$ cat src/hw/rtl/acr_pkg.sv
package acr_pkg;

	localparam int MAX_OUT_DEF      = 4096;
	localparam int SAMPLE_WIDTH_DEF = 32;

	// divider runs one quotient bit per cycle over the 72-bit dividend
	localparam int DIV_STEPS = 72;
	localparam int DCNT_W    = $clog2(DIV_STEPS);

	localparam int CFG_IDX_W  = 4;
	localparam int CFG_DATA_W = 32;

	typedef enum logic [2:0] {
		OP_SUM   = 3'd0,
		OP_MEAN  = 3'd1,
		OP_COUNT = 3'd2,
		OP_MIN   = 3'd3,
		OP_MAX   = 3'd4
	} op_t;

	typedef enum logic [1:0] {
		ST_VALID = 2'd0,
		ST_EMPTY = 2'd1,
		ST_PLANE = 2'd2
	} res_status_t;

	typedef enum logic [CFG_IDX_W-1:0] {
		REG_DIM_COUNT    = 4'd0,
		REG_SIZE_SLOW    = 4'd1,
		REG_SIZE_MID     = 4'd2,
		REG_SIZE_FAST    = 4'd3,
		REG_COLLAPSE_DIM = 4'd4,
		REG_OPERATION    = 4'd5,
		REG_BLANK_VALUE  = 4'd6,
		REG_USE_WEIGHT   = 4'd7
	} reg_idx_t;

	typedef struct packed {
		logic signed [31:0] sample;
		logic signed [15:0] weight_value;
	} sample_word_t;

	typedef struct packed {
		logic signed [63:0] value;
		logic [1:0]         status;
		logic [11:0]        out_index;
	} result_word_t;

	typedef struct packed {
		logic signed [63:0] sum;
		logic [15:0]        cnt;
		logic signed [31:0] wsum;
		logic signed [31:0] ext;
	} entry_t;

	typedef struct packed {
		logic accept;
		logic calc;
		logic rd;
		logic upd;
		logic div_step;
		logic emit;
	} cmd_t;

	typedef struct packed {
		logic last;
		logic need_div;
		logic div_done;
		logic out_free;
	} sts_t;

endpackage

$ cat src/hw/rtl/acr_ctrl.sv
module acr_ctrl
	import acr_pkg::*;
(
	input  logic clk,
	input  logic arst_n,
	input  logic sample_valid,
	output logic sample_stall,
	input  sts_t sts,
	output cmd_t cmd
);

	typedef enum logic [5:0] {
		S_IDLE = 6'b000001,
		S_CALC = 6'b000010,
		S_RD   = 6'b000100,
		S_UPD  = 6'b001000,
		S_DIV  = 6'b010000,
		S_EMIT = 6'b100000
	} state_t;

	state_t state_q, state_d;

	always_comb begin
		state_d = state_q;
		cmd     = '0;
		unique case (state_q)
			S_IDLE: begin
				if (sample_valid) begin
					cmd.accept = 1'b1;
					state_d    = S_CALC;
				end
			end
			S_CALC: begin
				cmd.calc = 1'b1;
				state_d  = S_RD;
			end
			S_RD: begin
				cmd.rd  = 1'b1;
				state_d = S_UPD;
			end
			S_UPD: begin
				cmd.upd = 1'b1;
				if (!sts.last) state_d = S_IDLE;
				else if (sts.need_div) state_d = S_DIV;
				else state_d = S_EMIT;
			end
			S_DIV: begin
				cmd.div_step = 1'b1;
				if (sts.div_done) state_d = S_EMIT;
			end
			S_EMIT: begin
				if (sts.out_free) begin
					cmd.emit = 1'b1;
					state_d  = S_IDLE;
				end
			end
			default: state_d = S_IDLE;
		endcase
	end

	always_ff @(posedge clk or negedge arst_n) begin
		if (!arst_n) state_q <= S_IDLE;
		else state_q <= state_d;
	end

	assign sample_stall = (state_q != S_IDLE);

endmodule

$ cat config.mk
export PLATFORM = sky130hd
export DESIGN_NAME = acr_ctrl
export DESIGN_NICKNAME = d
export VERILOG_FILES = /design/src/hw/rtl/acr_pkg.sv /design/src/hw/rtl/acr_ctrl.sv
export SDC_FILE = /design/constraint.sdc
export NUM_CORES = 1
export LEC_CHECK = 0
export ABC_AREA = 1
export BUFFER_PORTS_ARGS = -buffer_cell sky130_fd_sc_hd__buf_2
export CAP_MARGIN = 20
export CORE_UTILIZATION = 30
export DETAILED_ROUTE_END_ITERATION = 6
export GPL_ROUTABILITY_DRIVEN = 0
export PLACE_DENSITY = 0.52
export SYNTH_ARGS = -nofsm -noshare
export SYNTH_HDL_FRONTEND = slang
export SYNTH_SLANG_ARGS = --single-unit
$ cat constraint.sdc
create_clock -name clk -period 1.71 [get_ports clk]
set_clock_uncertainty 0.15 [all_clocks]
set_input_delay 0.171 -clock clk [delete_from_list [all_inputs] [get_ports clk]]
set_output_delay 0.171 -clock clk [all_outputs]
set_load 0.02 [all_outputs]
==> impl_results.md, run 1 <==
- H-tree lvl count: 1
- Placed instance area: 482 µm²
- N_diodes: 0
- Multi-input logic area: 191 µm²
- Vias/cell: 4.32
- Layout Nets: 81
- Synth Area in Simple Gates: 0.415
- 1st-pass router iterations: 2
- Sink Count: 6
- Reg2reg setup slack: 0.33 ns
- Post-route insts no fill: 87
- Port Buffer Count: 13
- Pleak: 0.335 nW
- Worst path required time: 1.39 ns
- Cts bufs inserted: 3
- Initial Util: 0.343
- DPL Wire Length: 634 µm
- Ys Warns: 0
- Initial antenna violation count: 0
- P&R area growth vs syn: 29.8%
- Top cells by area, synth: dfrtp_1, inv_1, nor2_4
- Crit path max-delay family: flip-flops
- Syn Area/Cell: 7.39 µm²
- Rows: 12
- Core box area: 0.00119 mm²
- Io pins: 14
- Peak supply drop: 0.000873 V
- Drt initial violations: 4
- Clock latency on the worst-skew pair: 0.24 ns
- Slew Limit Fails: 0
- Status: finished clean
- Hold_sp: sts[2]
- WS Path Type: register to output pin
- Max stage delay on crit path: 0.54 ns
- Fmax: 617 MHz
- Hold_ws: 0.0364 ns
- Wire per inst: 8.85 µm
- RSZ-0062 raised after global routing: no
- Clock transition at path regs: 0.05 ns
- CTS max path bufs: 2
- Die H: 38.8 µm
- Largest family of logic cells by synthesized area: simple AND/OR/NAND/NOR gates
- Ratio of cells with drive above 1 in the final layout: 0.384
- Biggest regs: state_q x6
- Buf/Inv on CP: 2
- Reg2Reg Depth: 7
- Instance count of the mapped netlist: 55
- Hold Fails Final Rpt: 0
- Die W: 38.8 µm
- Mapped Nets: 62
- Root Buffer: clkbuf_4
- Complex-gate fraction of the synthesized area: 0.0554
- Routed WL: 770 µm
- Max_cap viols: 0
- Arr. time, crit path: 1.30 ns
- Least-Margin Pin Slew: 0.182 ns
- Synth unique cells: 16
- First-pass GRT wire length: 1330 µm
- Area share of xor/xnor cells in the synthesized design: 0
- Global route total overflow: 0
- Cells on Worst Hold Path: 3
- Reg2Reg Launch Point: state_q[0]$_DFFE_PN1P_
- Vias in the first global route: 337
- GRT Util Overall: 0.140
- Post-DRT Antenna Nets: 0
- Worst hold path type: input port to register
- #FFs+latches synth: 6
- CTS tree: built
- CP endpoint kind: output pin
- Post-route cell area: 528 µm²
- Routed vias: 376
- Min cycle time layout: 1.62 ns
- Adder-Cell Fraction of Synth Area: 0
- Die ar.: 0.00151 mm²
- Largest net degree at the start of global routing: 7
- Synthesized area: 407 µm²
- Reg area: 151 µm²
- Fraction of synthesized area in multiplexers: 0
- Final Cycle Share: 0.948
- Register area share after synthesis: 0.372
- Total power: 821 µW
- Crit start category: register
- Post-synth top area cell: dfrtp_1
- Placed cell count: 81
- Finished Core Util: 0.445
- Hold Path End: state_q[4]$_DFFE_PN0P_
- Setup TNS: 0 ns
- Slew headroom: 0.878
- Worst setup margin: 0.0893 ns
- Place WS: 0.342 ns
- Largest register FFs: 6
- Residual DRC: 0
- CP cell instances: inv_2 -> nor2_2 -> nand3_2 -> nor2_1 -> buf_4
- Largest Register: state_q
- Crit path max fanout: 4
- Fillers: 129
- Setup-failing EPs final: 0
- Reg-to-reg critical path endpoint: state_q[0]$_DFFE_PN1P_
- Worst path slowest cell: dfstp_2
- Yosys top cell area share: 0.308
- P per Cell Area: 1550 mW/mm²
final cells by class:
type | instances | area share
Tap cell | 14 | 0.0332
Sequential cell | 6 | 0.287
Timing Repair Buffer | 15 | 0.161
Clock buffer | 4 | 0.0498
Multi-Input combinational cell | 33 | 0.363
Inverter | 15 | 0.107
cell usage in the layout, fill, tap and decap left out:
cell / count
inv_1: 14
buf_2: 12
nor2_1: 8
nand2_1: 6
dfrtp_1: 5
nor2_2: 3
nor2_4: 3
nand3_2: 3
nand3_1: 3
nand4_1: 3
clkbuf_4: 3
buf_4: 2
inv_2: 1
o21bai_1: 1
o21ai_1: 1
o21ai_0: 1
a21oi_1: 1
clkbuf_1: 1
dlygate4sd3_1: 1
dfstp_2: 1
routing by layer:
| layer | track usage | share of wire |
|---|---|---|
| met1 | 0.163 | 0.48 |
| met2 | 0.217 | 0.49 |
| met5 | 0 | 0 |
| met4 | 0.0517 | 0 |
| met3 | 0.0694 | 0.027 |
how the worst max path moves through the flow:
| stage | startpoint | to | slack [ns] | depth (start not counted) |
|---|---|---|---|---|
| floorplan | state_q[0]$_DFFE_PN1P_ | cmd[5] | 0.21 | 4 |
| global placement | state_q[2]$_DFFE_PN0P_ | state_q[5]$_DFFE_PN0P_ | 0.36 | 5 |
| detailed placement | state_q[0]$_DFFE_PN1P_ | cmd[5] | 0.34 | 5 |
| CTS | state_q[0]$_DFFE_PN1P_ | cmd[5] | 0.05 | 5 |
| global route | state_q[0]$_DFFE_PN1P_ | cmd[0] | 0.02 | 5 |
| finish | state_q[0]$_DFFE_PN1P_ | cmd[5] | 0.09 | 5 |
repair_timing:
| action | 4_1_cts | 5_1_grt |
|---|---|---|
| gates resized for setup | 0 | 1 |
| hold buffers | 1 | 0 |
| setup endpoints to repair | 0 | 1 |
| setup buffers | 0 | 1 |
| hold endpoints to repair | 6 | 0 |
cells by family (layout without fill, tap and decap cells):
family,after synthesis,after routing
simple gates,29,29
buf+inv,16,34
flops,6,6
compound gates,4,4
where the power goes:
part           internal [mW]  switching [mW]
Clock                 0.0886          0.0540
Sequential             0.196          0.0536
Combinational          0.159           0.268
cell usage after synthesis (all sizes together):
library cell   n
o21bai         1
buf            1
inv           15
nand3          6
o21ai          2
dfstp          1
nor2          14
a21oi          1
nand4          3
dfrtp          5
nand2          6
worst reg2reg max path, stage by stage, from the launching register on:
cell and delay (ns):
dfstp_2 0.54, buf_4 0.12, nor2_4 0.04, nand3_1 0.13
nand3_1 0.10, o21bai_1 0.13, nand2_1 0.06, nand2_1 0.06
Note: power is estimated with default switching activity, not from simulation.
==> run 2, diff against run 1 <==
--- a/config.mk
+++ b/config.mk
@@ -8,10 +8,11 @@
 export ABC_AREA = 1
 export BUFFER_PORTS_ARGS = -buffer_cell sky130_fd_sc_hd__buf_2
 export CAP_MARGIN = 20
-export CORE_UTILIZATION = 30
+export CORE_AREA = 2 2 39 41
 export DETAILED_ROUTE_END_ITERATION = 6
+export DIE_AREA = 0 0 41 43
 export GPL_ROUTABILITY_DRIVEN = 0
-export PLACE_DENSITY = 0.52
+export PLACE_DENSITY = 0.53
 export SYNTH_ARGS = -nofsm -noshare
 export SYNTH_HDL_FRONTEND = slang
 export SYNTH_SLANG_ARGS = --single-unit
==> run 2 against run 1 <==
Net effect: via count fell by 4.3%; largest power group unchanged; non-clock buffer count fell by 1; first-iteration DRC count rose by 50%; critical endpoint unchanged; die area rose by 17%.
==> impl_results.md, run 2 (synthesis gave the netlist of run 1 again) <==
- Min cycle time layout: 1.63 ns (was 1.62 ns)
- Post-route insts no fill: 88 (was 87)
- Cts bufs inserted: 3 (unchanged)
- Rows: 14 (was 12)
- Die W: 41 µm (was 38.8 µm)
- DPL Wire Length: 635 µm (was 634 µm)
- P per Cell Area: 1520 mW/mm² (was 1550 mW/mm²)
- Reg2reg setup slack: 0.37 ns (was 0.33 ns)
- Hold_sp: sample_valid (was sts[2])
- WS Path Type: register to output pin (unchanged)
- RSZ-0062 raised after global routing: no (unchanged)
- Reg-to-reg critical path endpoint: state_q[5]$_DFFE_PN0P_ (was state_q[0]$_DFFE_PN1P_)
- Cells on Worst Hold Path: 3 (unchanged)
- Least-Margin Pin Slew: 0.184 ns (was 0.182 ns)
- Pint: 427 µW (was 444 µW)
- Reg2Reg Launch Point: state_q[0]$_DFFE_PN1P_ (unchanged)
- Biggest regs: state_q x6 (unchanged)
- Commonest non-fill, non-tap cell in the layout: inv_1 (unchanged)
- Wire per inst: 8.44 µm (was 8.85 µm)
- Vias/cell: 4.09 (was 4.32)
- P&R area growth vs syn: 28.0% (was 29.8%)
- Final Cycle Share: 0.953 (was 0.948)
- Routed vias: 360 (was 376)
- Slew Limit Fails: 0 (unchanged)
- Finished Core Util: 0.376 (was 0.445)
- CTS max path bufs: 2 (unchanged)
- Clock power share: 0.175 (was 0.174)
- Status: finished clean (unchanged)
- Largest Register: state_q (unchanged)
- Slew headroom: 0.877 (was 0.878)
- Switching share of power: 0.462 (was 0.458)
- Fmax: 614 MHz (was 617 MHz)
- Comb pwr share: 0.500 (was 0.521)
- Initial antenna violation count: 0 (unchanged)
- Arr. time, crit path: 1.31 ns (was 1.30 ns)
- Most frequent cells in the layout: inv_1, buf_2, nor2_1 (unchanged)
- CTS tree: built (unchanged)
- Layout Nets: 80 (was 81)
- Fillers: 158 (was 129)
- Clock latency on the worst-skew pair: 0.24 ns (about the same)
- Setup-failing EPs final: 0 (unchanged)
- Drt initial violations: 6 (was 4)
- Largest net degree at the start of global routing: 7 (unchanged)
- Post-cts sizing count: 0 (unchanged)
- Place WS: 0.344 ns (was 0.342 ns)
- Worst setup margin: 0.0804 ns (was 0.0893 ns)
- 1st-pass router iterations: 4 (was 2)
- Worst path required time: 1.39 ns (about the same)
- Global route total overflow: 0 (unchanged)
- Hold Path End: state_q[1]$_DFFE_PN0P_ (was state_q[4]$_DFFE_PN0P_)
- Residual DRC: 0 (unchanged)
- Worst hold path type: input port to register (unchanged)
- Sequential share of power: 0.325 (was 0.305)
- Core box area: 0.00138 mm² (was 0.00119 mm²)
- Hold Fails Final Rpt: 0 (unchanged)
- Initial Util: 0.294 (was 0.343)
- Crit start category: register (unchanged)
- H-tree lvl count: 1 (unchanged)
- Routed WL: 743 µm (was 770 µm)
- Io pins: 14 (unchanged)
- CP endpoint kind: output pin (unchanged)
- N_diodes: 0 (unchanged)
- Vias in the first global route: 301 (was 337)
- Port Buffer Count: 13 (unchanged)
- Die ar.: 0.00176 mm² (was 0.00151 mm²)
- Reg2Reg Depth: 6 (was 7)
- Placed instance area: 484 µm² (was 482 µm²)
- Max_cap viols: 0 (unchanged)
- GRT Util Overall: 0.105 (was 0.140)
- Post-route cell area: 520 µm² (was 528 µm²)
- First-pass GRT wire length: 1210 µm (was 1330 µm)
- Clock transition at path regs: 0.05 ns (about the same)
- Pleak: 0.330 nW (was 0.335 nW)
- Ratio of cells with drive above 1 in the final layout: 0.375 (was 0.384)
- Post-DRT Antenna Nets: 0 (unchanged)
- Die H: 43 µm (was 38.8 µm)
- Largest register FFs: 6 (unchanged)
- Setup TNS: 0 ns (unchanged)
- Crit path max fanout: 4 (unchanged)
- Sink Count: 6 (unchanged)
- Sw Pwr: 366 µW (was 376 µW)
- Peak supply drop: 0.000682 V (was 0.000873 V)
- Placed cell count: 83 (was 81)
- Root Buffer: clkbuf_4 (unchanged)
==> run 2: worst max-delay path: stages, from the launching register on <==
cell,delay [ns]
dfstp_2,0.56
inv_2,0.04
nor2_2,0.10
nand3_2,0.10
nor2_1,0.10
buf_2,0.16
==> run 2: what timing repair did <==
item	in CTS	in global routing
endpoints found under the hold margin	6	0
hold buffers	1	0
setup buffers	0	0
==> run 2: worst max path at each step <==
stage / start / end / slack, ns
2_1_floorplan: state_q[0]$_DFFE_PN1P_ / cmd[5] / 0.21
3_3_place_gp: state_q[0]$_DFFE_PN1P_ / cmd[5] / 0.36
3_5_place_dp: state_q[0]$_DFFE_PN1P_ / cmd[5] / 0.34
4_1_cts: state_q[0]$_DFFE_PN1P_ / cmd[5] / 0.08
5_1_grt: state_q[0]$_DFFE_PN1P_ / cmd[5] / 0.01
6_report: state_q[0]$_DFFE_PN1P_ / cmd[5] / 0.08
==> run 2: metrics by stage <==
step | total power, mW | hold slack [ns]
2_1_floorplan | 0.559 | -0.275
3_3_place_gp | 0.655 | -0.148
3_5_place_dp | 0.659 | -0.149
4_1_cts | 0.804 | 0.0251
5_1_grt | 0.862 | 0.0467
6_report | 0.793 | 0.0293
==> run 2: power groups by stage <==
stage	Combinational, mW	Sequential (mW)	Clock (mW)
after global placement	0.397	0.258	0
after detailed placement	0.400	0.259	0
after global routing	0.440	0.265	0.156
final	0.396	0.258	0.139
after CTS	0.404	0.257	0.144
after floorplan	0.307	0.253	0
==> run 2: layer usage <==
metal | vias to the layer above | part of all wire | GRT usage
met5 | - | 0 | 0
met4 | 0 | 0 | 0.0800
met3 | 0 | 0.035 | 0.0157
met2 | 8 | 0.48 | 0.141
met1 | 151 | 0.48 | 0.146
li1 | 201 | - | -
==> run 2: layout make-up <==
type,instances,area [µm²],share of cell area
clock buffer,4,26.3,0.0505
sequential,6,151,0.291
inverter,15,56.3,0.108
multi-input combinational,33,191,0.368
timing repair buffer,14,75.1,0.144
tap,16,20.0,0.0385
